[src/rtl/round_robin_time_slice_scheduler_core_defines.svh]
// Assertion macros used by rrts_dp of the round-robin scheduler.
// Depends on nothing; assumes a clock i_clk and reset i_rst_n in the using module.
`ifndef ROUND_ROBIN_TIME_SLICE_SCHEDULER_CORE_DEFINES_SVH
`define ROUND_ROBIN_TIME_SLICE_SCHEDULER_CORE_DEFINES_SVH
`ifndef NO_ASSERTIONS
`define RRTS_ASSERT(lbl, cond, msg) \
    lbl: assert property (@(posedge i_clk) disable iff (!i_rst_n) (cond)) else $error(msg);
`define RRTS_ASSERT_IMP(lbl, ante, cons, msg) \
    lbl: assert property (@(posedge i_clk) disable iff (!i_rst_n) (ante) |-> (cons)) \
        else $error(msg);
`define RRTS_ASSERT_NXT(lbl, ante, cons, msg) \
    lbl: assert property (@(posedge i_clk) disable iff (!i_rst_n) (ante) |=> (cons)) \
        else $error(msg);
`else
`define RRTS_ASSERT(lbl, cond, msg)
`define RRTS_ASSERT_IMP(lbl, ante, cons, msg)
`define RRTS_ASSERT_NXT(lbl, ante, cons, msg)
`endif
`endif

[src/rtl/rrts_pkg.sv]
// Shared types and constants of the round-robin scheduler.
// Used by rrts_ctrl, rrts_dp and the top level; depends on nothing.
package rrts_pkg;

    localparam int BURST_W = 16;
    localparam int QUANT_W = 16;
    localparam int PCNT_W  = 5;
    localparam int CFG_W   = 16;
    localparam int CFGA_W  = 1;

    localparam logic [CFGA_W-1:0] REG_QUANTUM = 1'd0;
    localparam logic [CFGA_W-1:0] REG_PCOUNT  = 1'd1;

    localparam logic FUNC_LOAD = 1'b0;
    localparam logic FUNC_TICK = 1'b1;

    typedef enum logic [7:0] {
        ST_IDLE   = 8'b0000_0001,
        ST_SCAN   = 8'b0000_0010,
        ST_DISP   = 8'b0000_0100,
        ST_POP1   = 8'b0000_1000,
        ST_POP2   = 8'b0001_0000,
        ST_RUN    = 8'b0010_0000,
        ST_FINISH = 8'b0100_0000,
        ST_DONE   = 8'b1000_0000
    } t_state;

    typedef struct packed {
        logic accept;     // item taken: latch tick time, clear result
        logic load_we;    // write process entry
        logic scan_init;  // first arrival scan of the run
        logic scan_step;
        logic pop_issue;
        logic pop_addr;
        logic pop_check;
        logic run;
        logic finish;
        logic out_load;
    } t_cmd;

    typedef struct packed {
        logic scan_done;
        logic cur_valid;
        logic fifo_empty;
        logic pop_zero;
        logic run_started;
        logic at_max;
        logic out_free;
    } t_sts;

endpackage

[src/rtl/rrts_ctrl.sv]
// Round-robin sequencer: writes loads, steps ticks through scan, dispatch and run.
// Depends on rrts_pkg.
module rrts_ctrl (
    input  logic           i_clk,
    input  logic           i_rst_n,
    input  logic           i_valid,
    input  logic           i_func,
    output logic           o_stall,
    input  rrts_pkg::t_sts i_sts,
    output rrts_pkg::t_cmd o_cmd
);

    rrts_pkg::t_state r_state, n_state;
    logic             r_phase, n_phase;   // 0: scan before first dispatch, 1: scan after run

    assign o_stall = (r_state != rrts_pkg::ST_IDLE);

    always_comb begin
        n_state = r_state;
        n_phase = r_phase;
        o_cmd   = '0;
        case (r_state)
            rrts_pkg::ST_IDLE: begin
                if (i_valid) begin
                    o_cmd.accept = 1'b1;
                    if (i_func == rrts_pkg::FUNC_LOAD) begin
                        o_cmd.load_we = 1'b1;
                        n_state = rrts_pkg::ST_DONE;
                    end else if (!i_sts.run_started) begin
                        o_cmd.scan_init = 1'b1;
                        n_phase = 1'b0;
                        n_state = rrts_pkg::ST_SCAN;
                    end else begin
                        n_state = rrts_pkg::ST_DISP;
                    end
                end
            end
            rrts_pkg::ST_SCAN: begin
                if (i_sts.scan_done) begin
                    n_state = r_phase ? rrts_pkg::ST_FINISH : rrts_pkg::ST_DISP;
                end else begin
                    o_cmd.scan_step = 1'b1;
                end
            end
            rrts_pkg::ST_DISP: begin
                if (i_sts.cur_valid || i_sts.fifo_empty) begin
                    n_state = rrts_pkg::ST_RUN;
                end else begin
                    o_cmd.pop_issue = 1'b1;
                    n_state = rrts_pkg::ST_POP1;
                end
            end
            rrts_pkg::ST_POP1: begin
                o_cmd.pop_addr = 1'b1;
                n_state = rrts_pkg::ST_POP2;
            end
            rrts_pkg::ST_POP2: begin
                o_cmd.pop_check = 1'b1;
                n_state = i_sts.pop_zero ? rrts_pkg::ST_DISP : rrts_pkg::ST_RUN;
            end
            rrts_pkg::ST_RUN: begin
                o_cmd.run = 1'b1;
                if (i_sts.at_max) begin
                    n_state = rrts_pkg::ST_FINISH;
                end else begin
                    n_phase = 1'b1;
                    n_state = rrts_pkg::ST_SCAN;
                end
            end
            rrts_pkg::ST_FINISH: begin
                o_cmd.finish = 1'b1;
                n_state = rrts_pkg::ST_DONE;
            end
            rrts_pkg::ST_DONE: begin
                if (i_sts.out_free) begin
                    o_cmd.out_load = 1'b1;
                    n_state = rrts_pkg::ST_IDLE;
                end
            end
            default: begin
                n_state = rrts_pkg::ST_IDLE;
            end
        endcase
    end

    always_ff @(posedge i_clk) begin
        if (!i_rst_n) begin
            r_state <= rrts_pkg::ST_IDLE;
            r_phase <= 1'b0;
        end else begin
            r_state <= n_state;
            r_phase <= n_phase;
        end
    end

endmodule

[src/rtl/rrts_dp.sv]
// Datapath of the round-robin scheduler: process tables, ready queue, timing and result register.
// Depends on rrts_pkg and the assertion macro header.
`include "round_robin_time_slice_scheduler_core_defines.svh"
module rrts_dp #(
    parameter int MAX_PROCS = 16,
    parameter int TIME_BITS = 16
) (
    input  logic                         i_clk,
    input  logic                         i_rst_n,
    input  rrts_pkg::t_cmd               i_cmd,
    output rrts_pkg::t_sts               o_sts,
    input  logic [3:0]                   i_proc_index,
    input  logic [TIME_BITS-1:0]         i_arrival_time,
    input  logic [rrts_pkg::BURST_W-1:0] i_burst_time,
    input  logic                         i_cfg_we,
    input  logic [rrts_pkg::CFGA_W-1:0]  i_cfg_addr,
    input  logic [rrts_pkg::CFG_W-1:0]   i_cfg_data,
    input  logic                         i_stall,
    output logic                         o_valid,
    output logic                         o_running_valid,
    output logic [3:0]                   o_running_index,
    output logic                         o_slice_start,
    output logic [TIME_BITS-1:0]         o_tick_time,
    output logic                         o_all_done
);

    localparam int IW = $clog2(MAX_PROCS);
    localparam int CW = IW + 1;
    localparam int AW = (IW >= 4) ? IW + 1 : 5;
    localparam logic [IW-1:0] LAST = IW'(MAX_PROCS - 1);
    localparam logic [CW-1:0] MAXC = CW'(MAX_PROCS);

    logic [rrts_pkg::QUANT_W-1:0] r_quantum;
    logic [rrts_pkg::PCNT_W-1:0]  r_pcount;

    logic [TIME_BITS-1:0]         r_arr_mem [MAX_PROCS];
    logic [rrts_pkg::BURST_W-1:0] r_rem_mem [MAX_PROCS];
    logic [IW-1:0]                r_fifo_mem [MAX_PROCS];
    logic [TIME_BITS-1:0]         r_arr_rd;
    logic [rrts_pkg::BURST_W-1:0] r_rem_rd;
    logic [IW-1:0]                r_fifo_rd;
    logic [IW-1:0]                r_pop_idx;

    logic [IW-1:0] r_head, r_tail;
    logic [CW-1:0] r_fill;
    logic [TIME_BITS-1:0] r_now;
    logic [IW-1:0] r_cur;
    logic          r_cur_valid;
    logic [rrts_pkg::BURST_W-1:0] r_cur_rem;
    logic [rrts_pkg::QUANT_W-1:0] r_slice;
    logic [CW-1:0] r_finished;
    logic          r_started;
    logic [CW-1:0] r_scan_idx;
    logic          r_scan_pend;
    logic [IW-1:0] r_scan_pidx;

    logic          r_res_rv, r_res_ss;
    logic [IW-1:0] r_res_ri;
    logic [TIME_BITS-1:0] r_res_tt;
    logic          r_out_valid;

    logic [AW-1:0] load_idx;
    logic          load_ok;
    logic [7:0]    pc_wide;
    logic [CW-1:0] active;
    logic          at_max;
    logic          scan_issue;
    logic          scan_hit;
    logic          preempt;
    logic          cur_retire;
    logic          pop_retire;
    logic          push_req, push_ok;
    logic [IW-1:0] push_data;
    logic          rem_wb;
    logic          rem_we;
    logic [IW-1:0] rem_waddr;
    logic [rrts_pkg::BURST_W-1:0] rem_wdata;
    logic          retire;

    assign load_idx = AW'(i_proc_index);
    assign load_ok  = i_cmd.load_we && (load_idx < AW'(MAX_PROCS));
    assign pc_wide  = 8'(r_pcount);
    assign active   = (pc_wide > 8'(MAX_PROCS)) ? MAXC : CW'(r_pcount);
    assign at_max   = (r_now == '1);

    assign scan_issue = i_cmd.scan_step && (r_scan_idx < active);
    assign scan_hit   = i_cmd.scan_step && r_scan_pend && (r_arr_rd == r_now);
    assign cur_retire = i_cmd.finish && r_cur_valid && (r_cur_rem == '0);
    assign preempt    = i_cmd.finish && r_cur_valid && (r_cur_rem != '0) &&
                        (r_slice >= r_quantum);
    assign pop_retire = i_cmd.pop_check && (r_rem_rd == '0);
    assign retire     = cur_retire || pop_retire;

    assign push_req  = scan_hit || preempt;
    assign push_data = preempt ? r_cur : r_scan_pidx;
    assign push_ok   = push_req && (r_fill < MAXC);

    // Write the running entry's remaining time back at the end of every tick that has one
    assign rem_wb    = i_cmd.finish && r_cur_valid;
    assign rem_we    = load_ok || rem_wb;
    assign rem_waddr = rem_wb ? r_cur : load_idx[IW-1:0];
    assign rem_wdata = rem_wb ? r_cur_rem : i_burst_time;

    // Tables and ready queue
    always_ff @(posedge i_clk) begin
        if (load_ok) begin
            r_arr_mem[load_idx[IW-1:0]] <= i_arrival_time;
        end
        if (scan_issue) begin
            r_arr_rd <= r_arr_mem[r_scan_idx[IW-1:0]];
        end
    end

    always_ff @(posedge i_clk) begin
        if (rem_we) begin
            r_rem_mem[rem_waddr] <= rem_wdata;
        end
        if (i_cmd.pop_addr) begin
            r_rem_rd <= r_rem_mem[r_fifo_rd];
        end
    end

    always_ff @(posedge i_clk) begin
        if (push_ok) begin
            r_fifo_mem[r_tail] <= push_data;
        end
        if (i_cmd.pop_issue) begin
            r_fifo_rd <= r_fifo_mem[r_head];
        end
    end

    always_ff @(posedge i_clk) begin
        if (i_cmd.pop_addr) begin
            r_pop_idx <= r_fifo_rd;
        end
        if (i_cmd.scan_step) begin
            r_scan_pidx <= r_scan_idx[IW-1:0];
        end
        if (i_cmd.accept) begin
            r_res_tt <= r_now;
        end
        if (i_cmd.out_load) begin
            o_running_valid <= r_res_rv;
            o_running_index <= 4'(r_res_ri);
            o_slice_start   <= r_res_ss;
            o_tick_time     <= r_res_tt;
            o_all_done      <= (r_finished >= active);
        end
    end

    always_ff @(posedge i_clk) begin
        if (!i_rst_n) begin
            r_quantum   <= rrts_pkg::QUANT_W'(1);
            r_pcount    <= rrts_pkg::PCNT_W'(1);
            r_head      <= '0;
            r_tail      <= '0;
            r_fill      <= '0;
            r_now       <= '0;
            r_cur       <= '0;
            r_cur_valid <= 1'b0;
            r_cur_rem   <= '0;
            r_slice     <= '0;
            r_finished  <= '0;
            r_started   <= 1'b0;
            r_scan_idx  <= '0;
            r_scan_pend <= 1'b0;
            r_res_rv    <= 1'b0;
            r_res_ss    <= 1'b0;
            r_res_ri    <= '0;
            r_out_valid <= 1'b0;
        end else begin
            if (i_cfg_we) begin
                case (i_cfg_addr)
                    rrts_pkg::REG_QUANTUM: r_quantum <= i_cfg_data;
                    rrts_pkg::REG_PCOUNT:  r_pcount  <= i_cfg_data[rrts_pkg::PCNT_W-1:0];
                    default: ;
                endcase
            end
            if (i_cmd.accept) begin
                r_res_rv <= 1'b0;
                r_res_ss <= 1'b0;
                r_res_ri <= '0;
            end
            // Restart the scan counter for a new arrival sweep
            if (i_cmd.scan_init || (i_cmd.run && !at_max)) begin
                r_scan_idx  <= '0;
                r_scan_pend <= 1'b0;
            end else if (i_cmd.scan_step) begin
                r_scan_pend <= scan_issue;
                if (scan_issue) begin
                    r_scan_idx <= r_scan_idx + CW'(1);
                end
            end
            if (i_cmd.scan_init) begin
                r_started <= 1'b1;
            end
            if (push_ok) begin
                r_tail <= (r_tail == LAST) ? '0 : r_tail + IW'(1);
            end
            if (i_cmd.pop_issue) begin
                r_head <= (r_head == LAST) ? '0 : r_head + IW'(1);
            end
            r_fill <= r_fill + CW'(push_ok) - CW'(i_cmd.pop_issue);
            if (retire && (r_finished < MAXC)) begin
                r_finished <= r_finished + CW'(1);
            end
            // A load of the running entry replaces its remaining time
            if (load_ok && r_cur_valid && (load_idx[IW-1:0] == r_cur)) begin
                r_cur_rem <= i_burst_time;
            end
            // Dispatch a dequeued entry with time left
            if (i_cmd.pop_check && !pop_retire) begin
                r_cur       <= r_pop_idx;
                r_cur_rem   <= r_rem_rd;
                r_cur_valid <= 1'b1;
                r_slice     <= '0;
                r_res_ss    <= 1'b1;
            end
            if (i_cmd.run) begin
                if (r_cur_valid) begin
                    r_res_rv  <= 1'b1;
                    r_res_ri  <= r_cur;
                    r_cur_rem <= r_cur_rem - rrts_pkg::BURST_W'(1);
                    r_slice   <= r_slice + rrts_pkg::QUANT_W'(1);
                end
                if (!at_max) begin
                    r_now <= r_now + TIME_BITS'(1);
                end
            end
            if (cur_retire || preempt) begin
                r_cur_valid <= 1'b0;
            end
            if (i_cmd.out_load) begin
                r_out_valid <= 1'b1;
            end else if (!i_stall) begin
                r_out_valid <= 1'b0;
            end
        end
    end

    assign o_valid = r_out_valid;

    always_comb begin
        o_sts             = '0;
        o_sts.scan_done   = (r_scan_idx >= active) && !r_scan_pend;
        o_sts.cur_valid   = r_cur_valid;
        o_sts.fifo_empty  = (r_fill == '0);
        o_sts.pop_zero    = (r_rem_rd == '0);
        o_sts.run_started = r_started;
        o_sts.at_max      = at_max;
        o_sts.out_free    = !r_out_valid || !i_stall;
    end

    `RRTS_ASSERT(a_fill_bound, r_fill <= MAXC, "ready queue fill above depth")
    `RRTS_ASSERT_IMP(a_pop_nonempty, i_cmd.pop_issue, r_fill != '0, "pop from empty queue")
    `RRTS_ASSERT_NXT(a_retire_clears, cur_retire, !r_cur_valid && (r_finished != '0),
        "retired process still running")
    `RRTS_ASSERT(a_finish_bound, r_finished <= MAXC, "finish count above process limit")

endmodule

[src/rtl/round_robin_time_slice_scheduler_core.sv]
// Top level of the round-robin time-slice scheduler.
// Depends on rrts_pkg, rrts_ctrl and rrts_dp.
//
// Usage:
//   Input channel (i_valid / o_stall) carries one transaction per item: a load
//   (i_func = 0) writes arrival and burst time of entry i_proc_index, a tick
//   (i_func = 1) advances time by one unit, saturating at its maximum. Every
//   transaction returns exactly one result transaction on the output channel
//   (o_valid / i_stall): the process that ran in that tick, a slice start
//   flag, the tick start time and the all-done flag.
//   Sequence: a load writes its entry on acceptance, then returns its result.
//   A tick runs the time step, then an arrival sweep over the active entries
//   unless time is at its maximum, then ends the slice; the first tick of a
//   run also sweeps before dispatch. Each dequeue passes ST_POP1 and ST_POP2,
//   and zero-burst entries are retired on the way. The sweep reads one table
//   entry per cycle through a single read port.
//   Only one item is in work at a time; o_stall is high while it is. The result
//   sits in an output register, so a new transaction is taken while the
//   receiver stalls; a finished item then waits until the register frees up.
//   Reset (synchronous, i_rst_n low) clears queue, time, counters and result
//   valid; quantum and process count return to 1; the tables stay undefined.
module round_robin_time_slice_scheduler_core #(
    parameter int MAX_PROCS = 16,
    parameter int TIME_BITS = 16
) (
    input  logic                         i_clk,
    input  logic                         i_rst_n,
    input  logic                         i_valid,
    output logic                         o_stall,
    input  logic                         i_func,
    input  logic [3:0]                   i_proc_index,
    input  logic [TIME_BITS-1:0]         i_arrival_time,
    input  logic [rrts_pkg::BURST_W-1:0] i_burst_time,
    input  logic                         i_cfg_we,
    input  logic [rrts_pkg::CFGA_W-1:0]  i_cfg_addr,
    input  logic [rrts_pkg::CFG_W-1:0]   i_cfg_data,
    output logic                         o_valid,
    input  logic                         i_stall,
    output logic                         o_running_valid,
    output logic [3:0]                   o_running_index,
    output logic                         o_slice_start,
    output logic [TIME_BITS-1:0]         o_tick_time,
    output logic                         o_all_done
);

    rrts_pkg::t_cmd cmd;
    rrts_pkg::t_sts sts;

    // Sequence each tick: sweep arrivals, dequeue, run, requeue
    rrts_ctrl u_ctrl (
        .i_clk   (i_clk),
        .i_rst_n (i_rst_n),
        .i_valid (i_valid),
        .i_func  (i_func),
        .o_stall (o_stall),
        .i_sts   (sts),
        .o_cmd   (cmd)
    );

    // Hold the tables, ready queue, clock and result register
    rrts_dp #(
        .MAX_PROCS (MAX_PROCS),
        .TIME_BITS (TIME_BITS)
    ) u_dp (
        .i_clk           (i_clk),
        .i_rst_n         (i_rst_n),
        .i_cmd           (cmd),
        .o_sts           (sts),
        .i_proc_index    (i_proc_index),
        .i_arrival_time  (i_arrival_time),
        .i_burst_time    (i_burst_time),
        .i_cfg_we        (i_cfg_we),
        .i_cfg_addr      (i_cfg_addr),
        .i_cfg_data      (i_cfg_data),
        .i_stall         (i_stall),
        .o_valid         (o_valid),
        .o_running_valid (o_running_valid),
        .o_running_index (o_running_index),
        .o_slice_start   (o_slice_start),
        .o_tick_time     (o_tick_time),
        .o_all_done      (o_all_done)
    );

endmodule
[config.mk]
export PLATFORM = sky130hd
export DESIGN_NAME = round_robin_time_slice_scheduler_core
export DESIGN_NICKNAME = d
export VERILOG_FILES = /design/src/rtl/rrts_pkg.sv /design/src/rtl/rrts_ctrl.sv /design/src/rtl/rrts_dp.sv /design/src/rtl/round_robin_time_slice_scheduler_core.sv
export VERILOG_INCLUDE_DIRS = /design/src /design/src/rtl
export SDC_FILE = /design/constraint.sdc
export NUM_CORES = 1
export LEC_CHECK = 0
export BUFFER_PORTS_ARGS = -buffer_cell sky130_fd_sc_hd__buf_2
export CORE_ASPECT_RATIO = 0.5
export CORE_MARGIN = 8
export CORE_UTILIZATION = 44
export CTS_CLUSTER_DIAMETER = 60
export DETAILED_ROUTE_END_ITERATION = 12
export GPL_ROUTABILITY_DRIVEN = 0
export PLACE_DENSITY = 0.63
export RECOVER_POWER = 50
export SYNTH_ARGS = -nofsm -noshare
export SYNTH_HDL_FRONTEND = slang
export SYNTH_HIERARCHICAL = 1
export SYNTH_SLANG_ARGS = --single-unit
[constraint.sdc]
create_clock -name i_clk -period 4.1 [get_ports i_clk]
set_input_delay 0.205 -clock i_clk [delete_from_list [all_inputs] [get_ports i_clk]]
set_output_delay 0.205 -clock i_clk [all_outputs]
set_load 0.05 [all_outputs]
==> reports/metrics.yaml, run 1 <==
logic_synthesis:
  yosysWarnings: 6
  synth_largest_area_cell: "edfxtp_1"
  synth-main-ff-cell: "edfxtp_1"
  synth_cell_types: 85
  synth_area_per_cell_sq_um: 17.1
  syn-num-nets: 1932
  synthTopCellsByArea: "edfxtp_1 63%, mux4_2 13%, dfxtp_1 7.4%"
  synth_top_area_share: 0.632
  netlist_instances: 1830
  yosys_register_bits: 774
  yosysSeqAreaShare: 0.706
  netlist_area_sq_mm: 0.0313
  post-synth-top-count-cell: "edfxtp_1"
  synth_edf_count: 659
  ys_async_sr_fraction: 0
  yosys-top-cells-count: "659 x edfxtp_1, 180 x mux4_2, 160 x nand2_1"
power_and_ir_drop:
  p_sw_mw: 3.45
  peakVddDrop_mv: 0.279
  combPwrFrac: 0.046
  pwr-share-clk: 0.403
  pwr-share-seq: 0.552
  p_sw_frac: 0.217
  leakage_nw: 11.5
  intPower_mw: 12.5
  power_density_mw_per_mm2: 446
job:
  maxCapViolations: 5
route:
  drc: 0
  num_vias: 16600
  totalWireLength_um: 69700
  post_drt_wl_per_cell_um: 23.1
  dr.pass1.iters: 6
  ant_nets: 0
  drtIter0Drc: 1654
  via_per_inst: 5.49
global_routing:
  grt_pass1_vias: 16800
  antenna_found_initial: 4
  grt_first_pass_wirelength_um: 106000
  grtUsageTotal: 0.174
  grt_max_degree: 48
  grt-ovfl-total: 0
worst_setup_path:
  crit_required_ns: 4.44
  r2r-start: "u_dp/r_scan_idx[1]"
  startpoint: "u_dp/r_scan_idx[1]"
  crit_family: "buffers and inverters"
  critPathCaptureType: "register"
  cp_slowest_cell: "clkbuf_2"
  cp.buffers_inverters: 2
  critPathLaunchType: "register"
  path_cells: "clkbuf_1 > clkbuf_2 > mux4_2 > mux4_2"
  cp.arrival_ns: 4.27
  max_stage_delay_ns: 1.18
  crit_top_cell: "mux4_2"
  path_class: "register to register"
  cp_max_fo: 47
floorplanning:
  die_h_um: 205
  row_count: 69
  dieArea_sq_mm: 0.0805
  coreArea_sq_mm: 0.0707
  ios: 84
  initial_core_util: 0.443
  die_x_um: 393
timing:
  tns_ns: 0
  hold_slack_ns: 0.0442
  finalCritPeriodShare: 0.959
  rsz0062_at_grt: "no"
  hold_viol_final: 0
  max_freq_ghz: 0.254
  slew_viol_final: 70
  max_slew_margin: -0.371
  tightestPinTransition_ns: 2.06
  finalSetupViolCount: 0
  finClkSkew_ns: 0.0270
  layout_min_cycle_time_ns: 3.93
min_path:
  hp-start: "i_burst_time[11]"
  hp-class: "primary input to register"
status:
  violations: "max-capacitance violations, max-slew violations"
  status: "finished, violations left"
placed_design:
  hpwlAfterDp_um: 42900
  io_buffers: 83
cts:
  clock_latency_ns: 0.63
  clock-sinks: 774
  root_buffer: "clkbuf_16"
  clk_path_buf_depth: 3
  cts_max_level: 3
  clk_pin_slew_ns: 0.07
  cts_made_buffers: 70
  cts_tree: "built"
layout:
  syn_to_final_growth_pct: 13.9
  fin_nets: 2110
  drive_above_1_share: 0.214
worst min-delay path, stage by stage:
cell,delay [ns]
buf_2,0.10
mux2_4,0.13
nand2_1,0.04
a31oi_1,0.14
path summary, 6_finish.rpt:
| path | to | slack, ns | depth (start not counted) |
|---|---|---|---|
| hold reg to reg | u_dp/o_tick_time[14] | 0.42 | 0 |
| setup reg to reg | u_dp/r_arr_rd[8] | 0.17 | 4 |
| setup / recovery | u_dp/r_arr_rd[8] | 0.17 | 4 |
| hold / removal | u_dp/r_cur_rem[11] | 0.04 | 4 |
per-layer routing:
layer / vias up / GRT usage / part of all wire
met1: 8618 / 0.240 / 0.44
li1: 7506 / - / -
met2: 376 / 0.289 / 0.49
met5: - / 0 / 0.00019
met3: 92 / 0.0310 / 0.047
met4: 2 / 0.0389 / 0.018
logic make-up after synthesis:
family          after synthesis  synth area share
flops                       774             0.706
xor+xnor                     59            0.0165
buf+inv                     132            0.0178
simple gates                461            0.0716
compound gates              153            0.0320
mux                         208             0.139
fa+ha+maj                    43            0.0174
metrics by stage:
step	setup slack, ns	std cells	area (sq um)	power, mW	utilization
finish	0.170	3021	35700	15.9	0.504
global route	0.0171	3021	35700	16.5	0.504
CTS	0.0539	3019	35800	16.1	0.507
detailed placement	0.0863	2851	33200	9.68	0.469
global placement	0.134	2851	33200	9.66	0.469
floorplan	0.0700	1830	31300	9.38	-
power by group through the flow:
| stage | Combinational [mW] | Sequential, mW | Clock [mW] |
|---|---|---|---|
| after floorplan | 0.412 | 8.97 | 0 |
| after global placement | 0.717 | 8.94 | 0 |
| after detailed placement | 0.728 | 8.95 | 0 |
| after CTS | 0.761 | 8.78 | 6.57 |
| after global routing | 0.791 | 8.78 | 6.88 |
| final | 0.724 | 8.77 | 6.41 |
cell type report:
type	count	area, sq um
sequential	774	22100
timing repair buffer	190	1270
inverter	48	180
clock buffer	87	1860
clock inverter	39	368
antenna	1	2.50
tap	958	1200
multi-input combinational	924	8680
fill	5830	35100
sequential cells by signal, summed over array words and instances (netlist names), 16 cells and up:
register	flops
u_dp/r_now	16
u_dp/r_arr_rd	16
u_dp/r_rem_rd	16
u_dp/r_rem_mem	256
u_dp/r_arr_mem	256
u_dp/r_res_tt	16
u_dp/r_quantum	16
u_dp/r_fifo_mem	64
u_dp/r_cur_rem	16
u_dp/o_tick_time	16
u_dp/r_slice	16
timing repair:
item                                    CTS  global route
endpoints found under the setup margin    0             1
hold buffers                             42             0
hold endpoints to repair                285             0
resized for setup                         0             1
setup buffers                             0             1
cell usage in the layout, fill, tap and decap left out, drive strengths merged, types with 6 or more instances in the layout:
master / count
mux4: 180
clkinv: 26
nor2: 138
dfxtp: 115
ha: 42
xnor2: 22
nand4: 18
o21a: 6
mux2: 11
and2: 9
nor4: 16
a21oi: 68
nand2: 160
buf: 92
nor3: 18
inv: 52
edfxtp: 659
nand3: 27
dlygate4sd3: 42
nand3b: 7
xor2: 37
clkbuf: 143
nor2b: 13
mux2i: 17
o21ai: 24
a31oi: 12
and3: 8
or3: 9
nand2b: 12
Note: power is estimated with default switching activity, not from simulation.
==> run 2: changes to the inputs <==
CORE_MARGIN = default   (was 8)
MAX_ROUTING_LAYER = met4   (was default)
PLACE_DENSITY = 0.61   (was 0.63)
clock period = 4.2 ns   (was 4.1 ns; I/O delays follow)
==> reports/metrics.yaml, run 2 (synthesized netlist as in run 1, its figures left out) <==
min_path:
  hp-class: "primary input to register"  # unchanged
  hold_depth: 4  # unchanged
  hp-start: "i_burst_time[11]"  # unchanged
  min_to: "u_dp/r_cur_rem[11]"  # unchanged
job:
  maxCapViolations: 5  # unchanged
status:
  status: "finished, violations left"  # unchanged
  violations: "max-capacitance violations, max-slew violations"  # unchanged
cts:
  clock-sinks: 774  # unchanged
  cts_max_level: 3  # unchanged
  root_buffer: "clkbuf_16"  # unchanged
  cts_made_buffers: 71  # was 70
  clk_path_buf_depth: 3  # unchanged
  clk_pin_slew_ns: 0.07  # about the same
  clock_latency_ns: 0.63  # about the same
  cts_tree: "built"  # unchanged
floorplanning:
  die_x_um: 379  # was 393 um
  coreArea_sq_mm: 0.0697  # was 0.0707 sq mm
  dieArea_sq_mm: 0.0723  # was 0.0805 sq mm
  initial_core_util: 0.449  # was 0.443
  row_count: 68  # was 69
  die_h_um: 191  # was 205 um
  ios: 84  # unchanged
worst_setup_path:
  critPathCaptureType: "register"  # unchanged
  r2r_cells: 20  # was 4
  path_class: "register to register"  # unchanged
  r2r_slack_ns: 0.37  # was 0.17 ns
  critPathLaunchType: "register"  # unchanged
  r2r-end: "u_dp/r_fill[4]"  # was u_dp/r_arr_rd[8]
  r2r-start: "u_dp/r_pcount[4]"  # was u_dp/r_scan_idx[1]
  startpoint: "u_dp/r_pcount[4]"  # was u_dp/r_scan_idx[1]
  crit_required_ns: 4.74  # was 4.44 ns
  cp.arrival_ns: 4.38  # was 4.27 ns
  cp_max_fo: 5  # was 47
global_routing:
  grt_first_pass_wirelength_um: 104000  # was 106,000 um
  grt_pass1_vias: 16400  # was 16,800
  grt_max_degree: 66  # was 48
  antenna_found_initial: 4  # unchanged
  grt-ovfl-total: 0  # unchanged
  grtUsageTotal: 0.202  # was 0.174
layout:
  final_common_cell: "edfxtp_1"  # unchanged
  syn_to_final_growth_pct: 13.7  # was 13.9%
  fin_cells: 3004  # was 3,021
  drive_above_1_share: 0.210  # was 0.214
  fin_nets: 2102  # was 2,110
  final_cell_mix: "659 x edfxtp_1, 180 x mux4_2, 160 x nand2_1"  # unchanged
timing:
  slew_viol_final: 162  # was 70
  tns_ns: 0  # unchanged
  hold_viol_final: 0  # unchanged
  finalSetupViolCount: 0  # unchanged
  rsz0062_at_grt: "no"  # unchanged
  layout_min_cycle_time_ns: 3.83  # was 3.93 ns
  fin_ws_ns: 0.365  # was 0.170 ns
  finClkSkew_ns: 0.0244  # was 0.0270 ns
  max_slew_margin: -0.378  # was -0.371
  max_freq_ghz: 0.261  # was 0.254 GHz
  finalCritPeriodShare: 0.913  # was 0.959
  tightestPinTransition_ns: 2.07  # was 2.06 ns
power_and_ir_drop:
  peakVddDrop_mv: 0.314  # was 0.279 mV
  power_density_mw_per_mm2: 439  # was 446 mW/mm^2
  leakage_nw: 11.5  # about the same
route:
  totalWireLength_um: 68800  # was 69,700 um
  via_per_inst: 5.52  # was 5.49
  num_vias: 16600  # about the same
  ant_nets: 0  # unchanged
  post_drt_wl_per_cell_um: 22.9  # was 23.1 um
  drc: 0  # unchanged
  dr.pass1.iters: 8  # was 6
  drtIter0Drc: 1380  # was 1,654
placed_design:
  post-place-cells: 2833  # was 2,851
  hpwlAfterDp_um: 41800  # was 42,900 um
  io_buffers: 83  # unchanged
  place_ws_ns: 0.129  # was 0.0863 ns
==> run 2: power by group <==
group	switching (mW)	total [mW]	internal (mW)	leakage, nW
Clock	2.81	6.35	3.53	1.10
Sequential	0.0541	8.57	8.51	6.86
Combinational	0.488	0.701	0.213	3.53
==> run 2: what timing repair did <==
item	4_1_cts	5_1_grt
endpoints found under the setup margin	0	1
buffers inserted	0	1
endpoints found under the hold margin	280	0
gates resized for setup	0	1
hold buffers	38	0
==> run 2: final cells by class <==
type	instances	area, sq um
tap	945	1180
antenna	4	10.0
clock buffer	96	1940
timing repair buffer	181	1160
fill	5686	34100
inverter	48	180
clock inverter	32	320
sequential	774	22100
multi-input combinational	924	8700
==> run 2: worst max-delay path by stage <==
stage / slack, ns / to
6_report: 0.37 / u_dp/r_fill[4]
3_3_place_gp: 0.13 / u_dp/r_fill[4]
3_5_place_dp: 0.13 / u_dp/r_fill[4]
5_1_grt: 0.05 / u_dp/r_fill[4]
4_1_cts: 0.08 / u_dp/r_fill[4]
2_1_floorplan: 0.02 / u_dp/r_fill[4]
==> run 2: metrics by stage <==
stage                      util  cell area (sq um)  hold slack [ns]  total power [mW]
after floorplan               -              31300            0.309              9.15
after global placement    0.475              33100            0.403              9.42
after detailed placement  0.475              33100            0.405              9.44
after CTS                 0.513              35800          0.00479              15.8
after global routing      0.511              35600           0.0492              16.1
final                     0.511              35600           0.0379              15.6
==> run 2: metal layers <==
metal | up-vias | track usage | routed length (um)
li1 | 7504 | - | -
met1 | 8565 | 0.287 | 31500
met2 | 421 | 0.306 | 32800
met3 | 87 | 0.0336 | 3470
met4 | 0 | 0.0467 | 1070
met5 | - | - | 0
==> run 2: critical path, stage by stage, from the launching register on <==
cell and delay [ns]:
dfxtp_1 0.33, inv_2 0.10, nand2_1 0.08, ha_1 0.29, a21oi_1 0.15, nor2b_1 0.09, nor3_1 0.19, a21oi_1 0.10
nor3_2 0.21, nand2_1 0.11, nor4_4 0.13, buf_4 0.18, a22oi_2 0.13, ha_1 0.30, inv_1 0.04, ha_1 0.20
fa_1 0.43, a21oi_1 0.14, nor2_1 0.06, or3_1 0.34, a21oi_1 0.15
